## src/rtl/ntr_pkg.sv

```systemverilog
// Package for the neighbor table tree router: opcodes, constants, shared types.
// No dependencies.
package ntr_pkg;

    localparam logic [15:0] NONE_ADDR     = 16'hFFFF;
    localparam logic [15:0] USE_LONG_ADDR = 16'hFFFE;
    localparam int unsigned CAP_ROUTER_BIT = 1;
    localparam int unsigned CAP_ALLOC_BIT  = 7;

    typedef enum logic [3:0] {
        OP_CLEAR      = 4'd0,
        OP_FIND_LONG  = 4'd1,
        OP_FIND_SHORT = 4'd2,
        OP_CHECK_PAIR = 4'd3,
        OP_MAP_PAIR   = 4'd4,
        OP_ADD_CHILD  = 4'd5,
        OP_DEL_SHORT  = 4'd6,
        OP_DEL_LONG   = 4'd7,
        OP_ROUTE      = 4'd8,
        OP_SHORT_LONG = 4'd9
    } t_opcode;

    typedef enum logic [2:0] {
        CFG_OWN    = 3'd0,
        CFG_PARENT = 3'd1,
        CFG_CSKIP1 = 3'd2,
        CFG_CSKIP2 = 3'd3,
        CFG_MAXR   = 3'd4,
        CFG_MAXE   = 3'd5,
        CFG_COORD  = 3'd6
    } t_cfg_index;

    // Per-slot compare flags from the shared match unit.
    typedef struct packed {
        logic long_eq;
        logic short_eq;
        logic in_range;
        logic short_none;
    } t_match;

endpackage

```

## src/rtl/ntr_match.sv

```systemverilog
// Shared compare unit for one slot per cycle: equality and router range test.
// Depends on ntr_pkg.
module ntr_match (
    input  logic [63:0]     i_slot_long,
    input  logic [15:0]     i_slot_short,
    input  logic [63:0]     i_key_long,
    input  logic [15:0]     i_key_short,
    input  logic [15:0]     i_range_top,
    output ntr_pkg::t_match o_match
);
    always_comb begin
        o_match.long_eq    = (i_slot_long == i_key_long);
        o_match.short_eq   = (i_slot_short == i_key_short);
        o_match.in_range   = (i_key_short >= i_slot_short) && (i_key_short <= i_range_top);
        o_match.short_none = (i_slot_short == ntr_pkg::NONE_ADDR);
    end
endmodule

```

## src/rtl/neighbor_table_tree_router_core.sv

```systemverilog
// Top level of the neighbor table tree router: sequencer, slot store, cfg regs.
// Depends on ntr_pkg and ntr_match.
//
//  channel   | ports                                          | handshake
//  ----------+------------------------------------------------+---------------------
//  command   | i_opcode i_long_addr i_short_addr i_cap_info   | i_start & !o_busy
//  result    | o_found o_entry_index o_result_short_addr      | o_done, one cycle
//            | o_result_long_addr                             |
//  config    | i_cfg_we i_cfg_index i_cfg_data                | i_cfg_we, no wait
//
// Steps: an item goes from the accepting edge to its result through the states
// S_TOP, S_SCAN, S_COMMIT and S_DONE (capture with the Cskip products, own range
// top, a scan of one slot per cycle through the shared compare unit, commit,
// result strobe). o_busy drops in the o_done cycle; no new item is taken while
// one is in flight. Clear takes the same path.
// Reset (synchronous, i_rst_n low) invalidates every slot and reloads the
// address assignment state; the long address and capability stores have no
// reset. The receiver cannot stall: o_done is high for exactly one cycle.
module neighbor_table_tree_router_core #(
    parameter int ENTRIES = 16
) (
    input  logic        i_clk,
    input  logic        i_rst_n,
    input  logic        i_start,
    output logic        o_busy,
    input  logic [3:0]  i_opcode,
    input  logic [63:0] i_long_addr,
    input  logic [15:0] i_short_addr,
    input  logic [7:0]  i_cap_info,
    input  logic        i_cfg_we,
    input  logic [2:0]  i_cfg_index,
    input  logic [15:0] i_cfg_data,
    output logic        o_done,
    output logic        o_found,
    output logic [3:0]  o_entry_index,
    output logic [15:0] o_result_short_addr,
    output logic [63:0] o_result_long_addr
);
    localparam int IW = (ENTRIES > 1) ? $clog2(ENTRIES) : 1;
    localparam int CW = $clog2(ENTRIES + 1);

    typedef enum logic [2:0] {
        S_IDLE, S_TOP, S_SCAN, S_COMMIT, S_DONE
    } t_state;

    // configuration
    logic [15:0] r_own, r_parent, r_cskip1, r_cskip2;
    logic [7:0]  r_maxr, r_maxe;
    logic        r_coord;

    // slot store
    logic [ENTRIES-1:0] r_valid;
    logic [15:0]        r_short [ENTRIES];
    logic [63:0]        r_long  [ENTRIES];
    logic [7:0]         r_cap   [ENTRIES];

    // address assignment
    logic [15:0] r_next_router, r_next_end;
    logic [7:0]  r_rcount, r_ecount;

    // command and scan state
    t_state      r_state;
    logic [3:0]  r_op;
    logic [63:0] r_key_long;
    logic [15:0] r_key_short;
    logic [7:0]  r_key_cap;
    logic [CW-1:0] r_cnt;
    logic [IW-1:0] r_hit_idx, r_free_idx;
    logic        r_hit, r_free;
    logic [15:0] r_top_own;   // own range top
    logic [23:0] r_prod2;     // cskip_grandchild * max_routers
    logic [23:0] r_prod1;     // cskip_child * max_routers

    logic [IW-1:0]  w_idx;
    ntr_pkg::t_match w_m;
    logic [15:0]    w_rtop;
    logic           w_hit, w_free;

    assign w_idx = r_cnt[IW-1:0];
    assign w_rtop = 16'(r_short[w_idx] + r_prod2[15:0] + {8'd0, r_maxe});

    ntr_match u_match (
        .i_slot_long (r_long[w_idx]),
        .i_slot_short(r_short[w_idx]),
        .i_key_long  (r_key_long),
        .i_key_short (r_key_short),
        .i_range_top (w_rtop),
        .o_match     (w_m)
    );

    // per-slot hit for the current opcode
    always_comb begin
        w_hit  = 1'b0;
        w_free = 1'b0;
        case (r_op)
            ntr_pkg::OP_FIND_LONG, ntr_pkg::OP_DEL_LONG:
                w_hit = r_valid[w_idx] && w_m.long_eq;
            ntr_pkg::OP_FIND_SHORT, ntr_pkg::OP_DEL_SHORT, ntr_pkg::OP_SHORT_LONG:
                w_hit = r_valid[w_idx] && w_m.short_eq;
            ntr_pkg::OP_CHECK_PAIR, ntr_pkg::OP_MAP_PAIR:
                w_hit = r_valid[w_idx] && w_m.short_eq && w_m.long_eq;
            ntr_pkg::OP_ROUTE:
                w_hit = r_valid[w_idx] && (r_cap[w_idx][ntr_pkg::CAP_ROUTER_BIT]
                        ? w_m.in_range : w_m.short_eq);
            default: w_hit = 1'b0;
        endcase
        if (r_op == ntr_pkg::OP_MAP_PAIR)
            w_free = !r_valid[w_idx] || w_m.short_none;
        else
            w_free = !r_valid[w_idx];
    end

    assign o_busy = (r_state != S_IDLE);

    logic        w_route_pre, w_route_err;
    logic [15:0] w_assign;
    always_comb begin
        w_route_err = (r_key_short == r_own);
        w_route_pre = (r_key_short == 16'd0) ||
            (!r_coord && !((r_key_short > r_own) && (r_key_short <= r_top_own)));
        if (!r_key_cap[ntr_pkg::CAP_ALLOC_BIT])
            w_assign = ntr_pkg::USE_LONG_ADDR;
        else if (r_key_cap[ntr_pkg::CAP_ROUTER_BIT])
            w_assign = r_next_router;
        else
            w_assign = r_next_end;
    end

    // slot store reset and writes
    always_ff @(posedge i_clk) begin
        if (!i_rst_n) begin
            r_valid <= '0;
            for (int i = 0; i < ENTRIES; i++) r_short[i] <= ntr_pkg::NONE_ADDR;
        end else if (r_state == S_COMMIT) begin
            case (r_op)
                ntr_pkg::OP_CLEAR: begin
                    r_valid <= '0;
                    for (int i = 0; i < ENTRIES; i++) r_short[i] <= ntr_pkg::NONE_ADDR;
                end
                ntr_pkg::OP_MAP_PAIR: begin
                    if (!r_hit && r_free) begin
                        r_valid[r_free_idx] <= 1'b1;
                        r_short[r_free_idx] <= r_key_short;
                        r_long[r_free_idx]  <= r_key_long;
                    end
                end
                ntr_pkg::OP_ADD_CHILD: begin
                    if (r_free) begin
                        r_valid[r_free_idx] <= 1'b1;
                        r_short[r_free_idx] <= w_assign;
                        r_long[r_free_idx]  <= r_key_long;
                        r_cap[r_free_idx]   <= r_key_cap;
                    end
                end
                ntr_pkg::OP_DEL_SHORT, ntr_pkg::OP_DEL_LONG: begin
                    if (r_hit) begin
                        r_valid[r_hit_idx] <= 1'b0;
                        r_short[r_hit_idx] <= ntr_pkg::NONE_ADDR;
                    end
                end
                default: ;
            endcase
        end
    end

    // sequencer, config, assignment state and result registers
    always_ff @(posedge i_clk) begin
        if (!i_rst_n) begin
            r_state <= S_IDLE;
            o_done  <= 1'b0;
            r_own <= '0; r_parent <= '0; r_cskip1 <= '0; r_cskip2 <= '0;
            r_maxr <= 8'd4; r_maxe <= 8'd13; r_coord <= 1'b0;
            r_rcount <= '0; r_ecount <= '0;
            r_next_router <= 16'd1;
            r_next_end    <= 16'd1;  // own 0, cskip 0 at reset
        end else begin
            o_done <= 1'b0;
            if (i_cfg_we) begin
                unique case (i_cfg_index)
                    ntr_pkg::CFG_OWN:    r_own    <= i_cfg_data;
                    ntr_pkg::CFG_PARENT: r_parent <= i_cfg_data;
                    ntr_pkg::CFG_CSKIP1: r_cskip1 <= i_cfg_data;
                    ntr_pkg::CFG_CSKIP2: r_cskip2 <= i_cfg_data;
                    ntr_pkg::CFG_MAXR:   r_maxr   <= i_cfg_data[7:0];
                    ntr_pkg::CFG_MAXE:   r_maxe   <= i_cfg_data[7:0];
                    ntr_pkg::CFG_COORD:  r_coord  <= i_cfg_data[0];
                    default: ;
                endcase
            end
            unique case (r_state)
                S_IDLE: begin
                    if (i_start) begin
                        r_op        <= i_opcode;
                        r_key_long  <= i_long_addr;
                        r_key_short <= i_short_addr;
                        r_key_cap   <= i_cap_info;
                        r_prod1     <= r_cskip1[15:0] * r_maxr;
                        r_prod2     <= r_cskip2[15:0] * r_maxr;
                        r_state     <= S_TOP;
                    end
                end
                S_TOP: begin
                    // hold own range top; reset scan
                    r_top_own <= 16'(r_own + r_prod1[15:0] + {8'd0, r_maxe});
                    r_cnt   <= '0;
                    r_hit   <= 1'b0;
                    r_free  <= 1'b0;
                    r_hit_idx  <= '0;
                    r_free_idx <= '0;
                    r_state <= S_SCAN;
                end
                S_SCAN: begin
                    if (w_hit && (!r_hit || r_op == ntr_pkg::OP_SHORT_LONG)) begin
                        r_hit     <= 1'b1;
                        r_hit_idx <= w_idx;
                    end
                    if (w_free && !r_free) begin
                        r_free     <= 1'b1;
                        r_free_idx <= w_idx;
                    end
                    if (r_cnt == CW'(ENTRIES - 1)) r_state <= S_COMMIT;
                    else r_cnt <= r_cnt + 1'b1;
                end
                S_COMMIT: begin
                    o_found <= 1'b0;
                    o_entry_index <= '0;
                    o_result_short_addr <= ntr_pkg::NONE_ADDR;
                    o_result_long_addr  <= '0;
                    case (r_op)
                        ntr_pkg::OP_CLEAR: begin
                            r_rcount <= '0;
                            r_ecount <= '0;
                            r_next_router <= r_own + 16'd1;
                            r_next_end    <= 16'(r_own + 16'd1 + r_prod1[15:0]);
                        end
                        ntr_pkg::OP_FIND_LONG, ntr_pkg::OP_FIND_SHORT,
                        ntr_pkg::OP_CHECK_PAIR, ntr_pkg::OP_SHORT_LONG: begin
                            if (r_hit) begin
                                o_found <= 1'b1;
                                o_entry_index <= 4'(r_hit_idx);
                                o_result_short_addr <= r_short[r_hit_idx];
                                if (r_op == ntr_pkg::OP_SHORT_LONG)
                                    o_result_long_addr <= r_long[r_hit_idx];
                            end
                        end
                        ntr_pkg::OP_MAP_PAIR: begin
                            if (r_hit) begin
                                o_found <= 1'b1;
                                o_entry_index <= 4'(r_hit_idx);
                                o_result_short_addr <= r_short[r_hit_idx];
                            end else if (r_free) begin
                                o_found <= 1'b1;
                                o_entry_index <= 4'(r_free_idx);
                                o_result_short_addr <= 16'd0;
                            end
                        end
                        ntr_pkg::OP_ADD_CHILD: begin
                            if (r_free) begin
                                o_found <= 1'b1;
                                o_entry_index <= 4'(r_free_idx);
                                o_result_short_addr <= w_assign;
                                if (r_key_cap[ntr_pkg::CAP_ROUTER_BIT]) begin
                                    r_rcount <= r_rcount + 8'd1;
                                    if (r_key_cap[ntr_pkg::CAP_ALLOC_BIT])
                                        r_next_router <= r_next_router + r_cskip1;
                                end else begin
                                    r_ecount <= r_ecount + 8'd1;
                                    if (r_key_cap[ntr_pkg::CAP_ALLOC_BIT])
                                        r_next_end <= r_next_end + 16'd1;
                                end
                            end
                        end
                        ntr_pkg::OP_DEL_SHORT, ntr_pkg::OP_DEL_LONG: begin
                            if (r_hit) begin
                                o_found <= 1'b1;
                                o_entry_index <= 4'(r_hit_idx);
                            end
                        end
                        ntr_pkg::OP_ROUTE: begin
                            if (w_route_err) begin
                                o_found <= 1'b0;
                            end else if (w_route_pre) begin
                                o_found <= 1'b1;
                                o_result_short_addr <= r_parent;
                            end else if (r_hit) begin
                                o_found <= 1'b1;
                                o_entry_index <= 4'(r_hit_idx);
                                o_result_short_addr <= r_short[r_hit_idx];
                            end
                        end
                        default: ;
                    endcase
                    r_state <= S_DONE;
                end
                S_DONE: begin
                    o_done  <= 1'b1;
                    r_state <= S_IDLE;
                end
                default: r_state <= S_IDLE;
            endcase
        end
    end
endmodule

```

## config.mk

```make
export PLATFORM = sky130hd
export DESIGN_NAME = neighbor_table_tree_router_core
export DESIGN_NICKNAME = d
export VERILOG_FILES = /design/src/rtl/ntr_pkg.sv /design/src/rtl/ntr_match.sv /design/src/rtl/neighbor_table_tree_router_core.sv
export SDC_FILE = /design/constraint.sdc
export NUM_CORES = 2
export LEC_CHECK = 0
export BUFFER_PORTS_ARGS = -buffer_cell sky130_fd_sc_hd__buf_4
export CAP_MARGIN = 5
export CORE_ASPECT_RATIO = 1.25
export CORE_UTILIZATION = 40
export CTS_BUF_LIST = sky130_fd_sc_hd__clkbuf_4 sky130_fd_sc_hd__clkbuf_8
export DETAILED_ROUTE_END_ITERATION = 8
export PLACE_DENSITY = 0.61
export SKIP_CTS_REPAIR_TIMING = 1
export SLEW_MARGIN = 5
export SYNTH_ARGS = -nofsm -noshare
export SYNTH_HDL_FRONTEND = slang
export SYNTH_HIERARCHICAL = 1
export SYNTH_SLANG_ARGS = --single-unit
```

## constraint.sdc

```tcl
create_clock -name i_clk -period 8.5 [get_ports i_clk]
set_input_delay 0.425 -clock i_clk [delete_from_list [all_inputs] [get_ports i_clk]]
set_output_delay 0.425 -clock i_clk [all_outputs]
set_load 0.1 [all_outputs]
```

==> results.md <==
| Quantity | Reported | Unit |
| --- | --- | --- |
| Deepest clock path buffer count | 4 | - |
| Violated checks | capacitance limit | - |
| Starting Density | 40.4 | % |
| Max-cap viol count | 1 | - |
| Floorplan die height | 521 | µm |
| Worst setup slack before clock tree synthesis | 1.12 | ns |
| Async set or reset register ratio after synthesis | 0 | % |
| Die Outline Area | 217000 | µm² |
| Num CTS Buffers | 294 | - |
| Max stage delay cell, worst path | sky130_fd_sc_hd__dfxtp_4 | - |
| Cell Area, Placed | 90700 | µm² |
| Core Rows | 189 | - |
| Instance count on the critical path | 25 | - |
| Most instantiated cells after synthesis | sky130_fd_sc_hd__edfxtp_1 (1530), sky130_fd_sc_hd__mux4_2 (810), sky130_fd_sc_hd__nand2_1 (579), sky130_fd_sc_hd__inv_1 (246), sky130_fd_sc_hd__a21oi_1 (193) | - |
| Classification of the worst setup path | reg -> reg | - |
| Type of the tightest min-delay check | in -> reg | - |
| Result of the run | complete, but fails checks | - |
| Cell with the most instances after synthesis | sky130_fd_sc_hd__edfxtp_1 | - |
| Pleak | 31.6 | nW |
| CTS clock-pin slew for the worst setup and hold paths | 0.06 | ns |
| Crit path buf inv count | 3 | - |
| Power density over cell area | 187 | nW/µm² |
| Total Routing Usage GR | 22.6 | % |
| Element type at the critical path end | register | - |
| Combined area of all synthesized cells | 86000 | µm² |
| CP max FO | 28 | - |
| Half-perimeter wire length of the detailed placement result | 146 | mm |
| Sum of overflow across all layers after global routing | 0 | - |
| Number of warnings printed during yosys synthesis | 6 | - |
| Largest net degree at the start of global routing | 133 | - |
| Critical Path Most Common Cell | sky130_fd_sc_hd__o21ai_1 | - |
| Post-Place Cells | 8128 | - |
| Number of enable-type register cells in the synthesized netlist | 1530 | - |
| Count of port buffers added during placement | 195 | - |
| DR iter-0 viols | 4598 | - |
| Library cells used by synthesis | 93 | - |
| Final Hold Violating Endpoints | 0 | - |
| VDD IR max | 223 | µV |
| Post-layout instance area | 97400 | µm² |
| Routability congestion estimate from global placement | 0.866 | - |
| DR vias | 51600 | - |
| Count of nets left with antenna violations after detail routing | 0 | - |
| Number of setup violations in the final report | 0 | - |
| Core utilization of the finished layout | 45.7 | % |
| Fraction of final layout cells with drive strength greater than 1 | 28.1 | % |
| Arr. time, crit path | 8.16 | ns |
| Max Transition Viols Final | 0 | - |
| Crit share post-route | 87.3 | % |
| Post-layout worst setup margin | 1.08 | ns |
| R2r worst-path depth | 25 | - |
| Top cells by area in the synthesized netlist | sky130_fd_sc_hd__edfxtp_1 (53%), sky130_fd_sc_hd__mux4_2 (21%), sky130_fd_sc_hd__dfxtp_1 (3.3%) | - |
| Via count of the first global-routing pass | 53200 | - |
| Buffer type at the clock tree root | sky130_fd_sc_hd__clkbuf_8 | - |
| Post-Syn Nets | 5828 | - |
| Library cell occupying the most area in the post-synthesis netlist | sky130_fd_sc_hd__edfxtp_1 | - |
| First-pass GRT wire length | 360 | mm |
| Hold wc startpoint | i_long_addr[51] | - |
| Kind of start point of the critical path | register | - |
| Die width | 417 | µm |
| Setup TNS | 0 | ns |
| H-tree levels | 5 | - |
| Cells on Worst Hold Path | 2 | - |
| Layout Nets | 6211 | - |
| Most used flip-flop cell after synthesis | sky130_fd_sc_hd__edfxtp_1 | - |
| Data required time at the worst endpoint | 9.24 | ns |
| FILL cells | 18500 | - |
| Register area | 48800 | µm² |
| Max Clock Freq | 135 | MHz |
| Area of the multi-input gates | 35000 | µm² |
| Cell Count, Final, Fillers Out | 8746 | - |
| Cell count after synthesis | 5385 | - |
| Number of iterations in the first detailed-routing pass | 5 | - |
| Worst-Margin Slew | 1.46 | ns |
| Core Box Area | 213000 | µm² |
| Via-per-instance ratio | 5.90 | - |
| Largest delay contributor family on the critical path | compound AO/OA/AOI/OAI gates | - |
| Number of synthesized register bits | 1671 | - |
| Wire length per cell | 28.2 | µm |
| Signed area change from the synthesized netlist to the final layout | 13.2 | % |
| Setup repair after global routing missed its margin | false | - |
| CP peak stage delay | 0.74 | ns |
| Wire length reported by the detailed router | 246 | mm |
| Mapped Avg Cell Area | 16.0 | µm² |
| Clock period minus worst slack | 7.42 | ns |
| Clock sink count | 1671 | - |
| Share of the synthesized area in the top cell type | 53.4 | % |
| CTS tree | done | - |
| Worst Clk Skew | 0.0934 | ns |
| Post-route DRC | 0 | - |
| Boundary Pins | 202 | - |
| Insertion delay of the later-clocked pin in the worst-skew pair | 1.06 | ns |
| Relative slew slack | 1.69 | % |
| Initial antenna violation count | 4 | - |
| Sequential element share of the synthesized area | 56.7 | % |
==> final timing paths <==
| path | to | slack [ns] |
|---|---|---|
| worst max-delay path | r_hit_idx[0] | 1.08 |
| worst min-delay path | r_key_long[51] | 0.08 |
| worst max register to register | r_hit_idx[0] | 1.08 |
| worst min register to register | r_parent[2] | 0.46 |
==> placed cells by master, fill, tap and decap left out, types with 28 or more instances in the layout <==
master,synthesis,routed
sky130_fd_sc_hd__clkinv_2,0,34
sky130_fd_sc_hd__nand2b_1,41,41
sky130_fd_sc_hd__nand2_1,579,579
sky130_fd_sc_hd__clkinv_1,0,50
sky130_fd_sc_hd__ha_1,188,188
sky130_fd_sc_hd__inv_1,246,246
sky130_fd_sc_hd__o21ai_0,77,76
sky130_fd_sc_hd__xnor2_1,91,91
sky130_fd_sc_hd__edfxtp_1,1530,1530
sky130_fd_sc_hd__dlygate4sd3_1,0,113
sky130_fd_sc_hd__xor2_1,89,89
sky130_fd_sc_hd__nand3_1,52,51
sky130_fd_sc_hd__and2_1,156,156
sky130_fd_sc_hd__nor3_1,60,51
sky130_fd_sc_hd__mux4_2,810,810
sky130_fd_sc_hd__nor4_1,30,28
sky130_fd_sc_hd__nor2b_1,92,92
sky130_fd_sc_hd__nor2_1,138,132
sky130_fd_sc_hd__a21oi_1,193,193
sky130_fd_sc_hd__dfxtp_1,141,134
sky130_fd_sc_hd__clkbuf_4,0,91
sky130_fd_sc_hd__clkbuf_8,0,306
sky130_fd_sc_hd__a21o_1,31,31
sky130_fd_sc_hd__fa_1,140,140
sky130_fd_sc_hd__buf_4,9,290
==> through the flow <==
step / hold WS, ns / power, W
final: 0.0777 / 0.0182
after global routing: 0.0252 / 0.0188
after CTS: -0.551 / 0.0183
after detailed placement: 0.453 / 0.0111
after global placement: 0.443 / 0.0110
after floorplan: 0.431 / 0.0105
==> logic make-up after synthesis <==
family	share of synthesized area, %
multiplexers	21.5
AND/OR/NAND/NOR	7.05
buffers and inverters	2.74
AO/OA/AOI/OAI	4.17
flip-flops	56.7
adder cells (fa/ha/maj)	6.00
XOR/XNOR	1.83
==> worst reg2reg max path, stage by stage, from the launching register on <==
cell and delay [ns]:
sky130_fd_sc_hd__dfxtp_4 0.74, sky130_fd_sc_hd__mux4_2 0.66, sky130_fd_sc_hd__mux4_2 0.60, sky130_fd_sc_hd__fa_1 0.47
sky130_fd_sc_hd__ha_1 0.21, sky130_fd_sc_hd__inv_1 0.08, sky130_fd_sc_hd__fa_1 0.21, sky130_fd_sc_hd__nor2b_1 0.06
sky130_fd_sc_hd__o21ai_1 0.16, sky130_fd_sc_hd__a21boi_1 0.14, sky130_fd_sc_hd__o41ai_2 0.31, sky130_fd_sc_hd__o21ai_1 0.14
sky130_fd_sc_hd__or4_1 0.51, sky130_fd_sc_hd__a2111o_1 0.41, sky130_fd_sc_hd__nand3_1 0.09, sky130_fd_sc_hd__inv_1 0.05
sky130_fd_sc_hd__ha_1 0.30, sky130_fd_sc_hd__nand4_2 0.11, sky130_fd_sc_hd__or4_4 0.56, sky130_fd_sc_hd__nor2_1 0.17
sky130_fd_sc_hd__o32a_1 0.37, sky130_fd_sc_hd__mux2i_1 0.14, sky130_fd_sc_hd__o21ai_1 0.14, sky130_fd_sc_hd__nand3_1 0.10
sky130_fd_sc_hd__a21o_2 0.26, sky130_fd_sc_hd__inv_2 0.12
==> layout make-up <==
class,instances,area share (%)
inverters,248,0.956
clock buffers,397,5.03
flip-flops and latches,1671,50.1
multi-input cells,3136,36.0
diodes,6,0.0154
repair buffers,417,3.67
well taps,2769,3.56
clock inverters,102,0.675
==> power by group <==
group	switching (W)	internal (W)	total, W
logic	0.000949	0.000782	0.00173
clock network	0.00333	0.00394	0.00727
registers	0.000167	0.00901	0.00918
==> state kept, by name, summed over array words and instances (netlist names), 5 cells and up, named ones only <==
register and cells:
r_prod2 16, r_top_own 16, r_next_router 16, r_maxe 8, r_cnt 5, r_short 256, r_long 1024, r_key_short 16
r_next_end 16, r_own 16, r_parent 16, r_prod1 16, r_maxr 8, r_cap 16, r_key_long 64, r_cskip1 16
o_result_short_addr 16, r_valid 16, o_result_long_addr 64, r_cskip2 16
==> routing by layer <==
| layer | wire [µm] | up-vias | part of all wire [%] | global-route usage [%] |
|---|---|---|---|---|
| met5 | 18 | - | 0.0073 | 0 |
| met4 | 9470 | 4 | 3.8 | 8.43 |
| met3 | 16000 | 467 | 6.5 | 3.53 |
| met2 | 127000 | 2144 | 51 | 39.3 |
| met1 | 94400 | 27200 | 38 | 28.5 |
| li1 | - | 21900 | - | - |
Note: power is estimated with default switching activity, not from simulation.
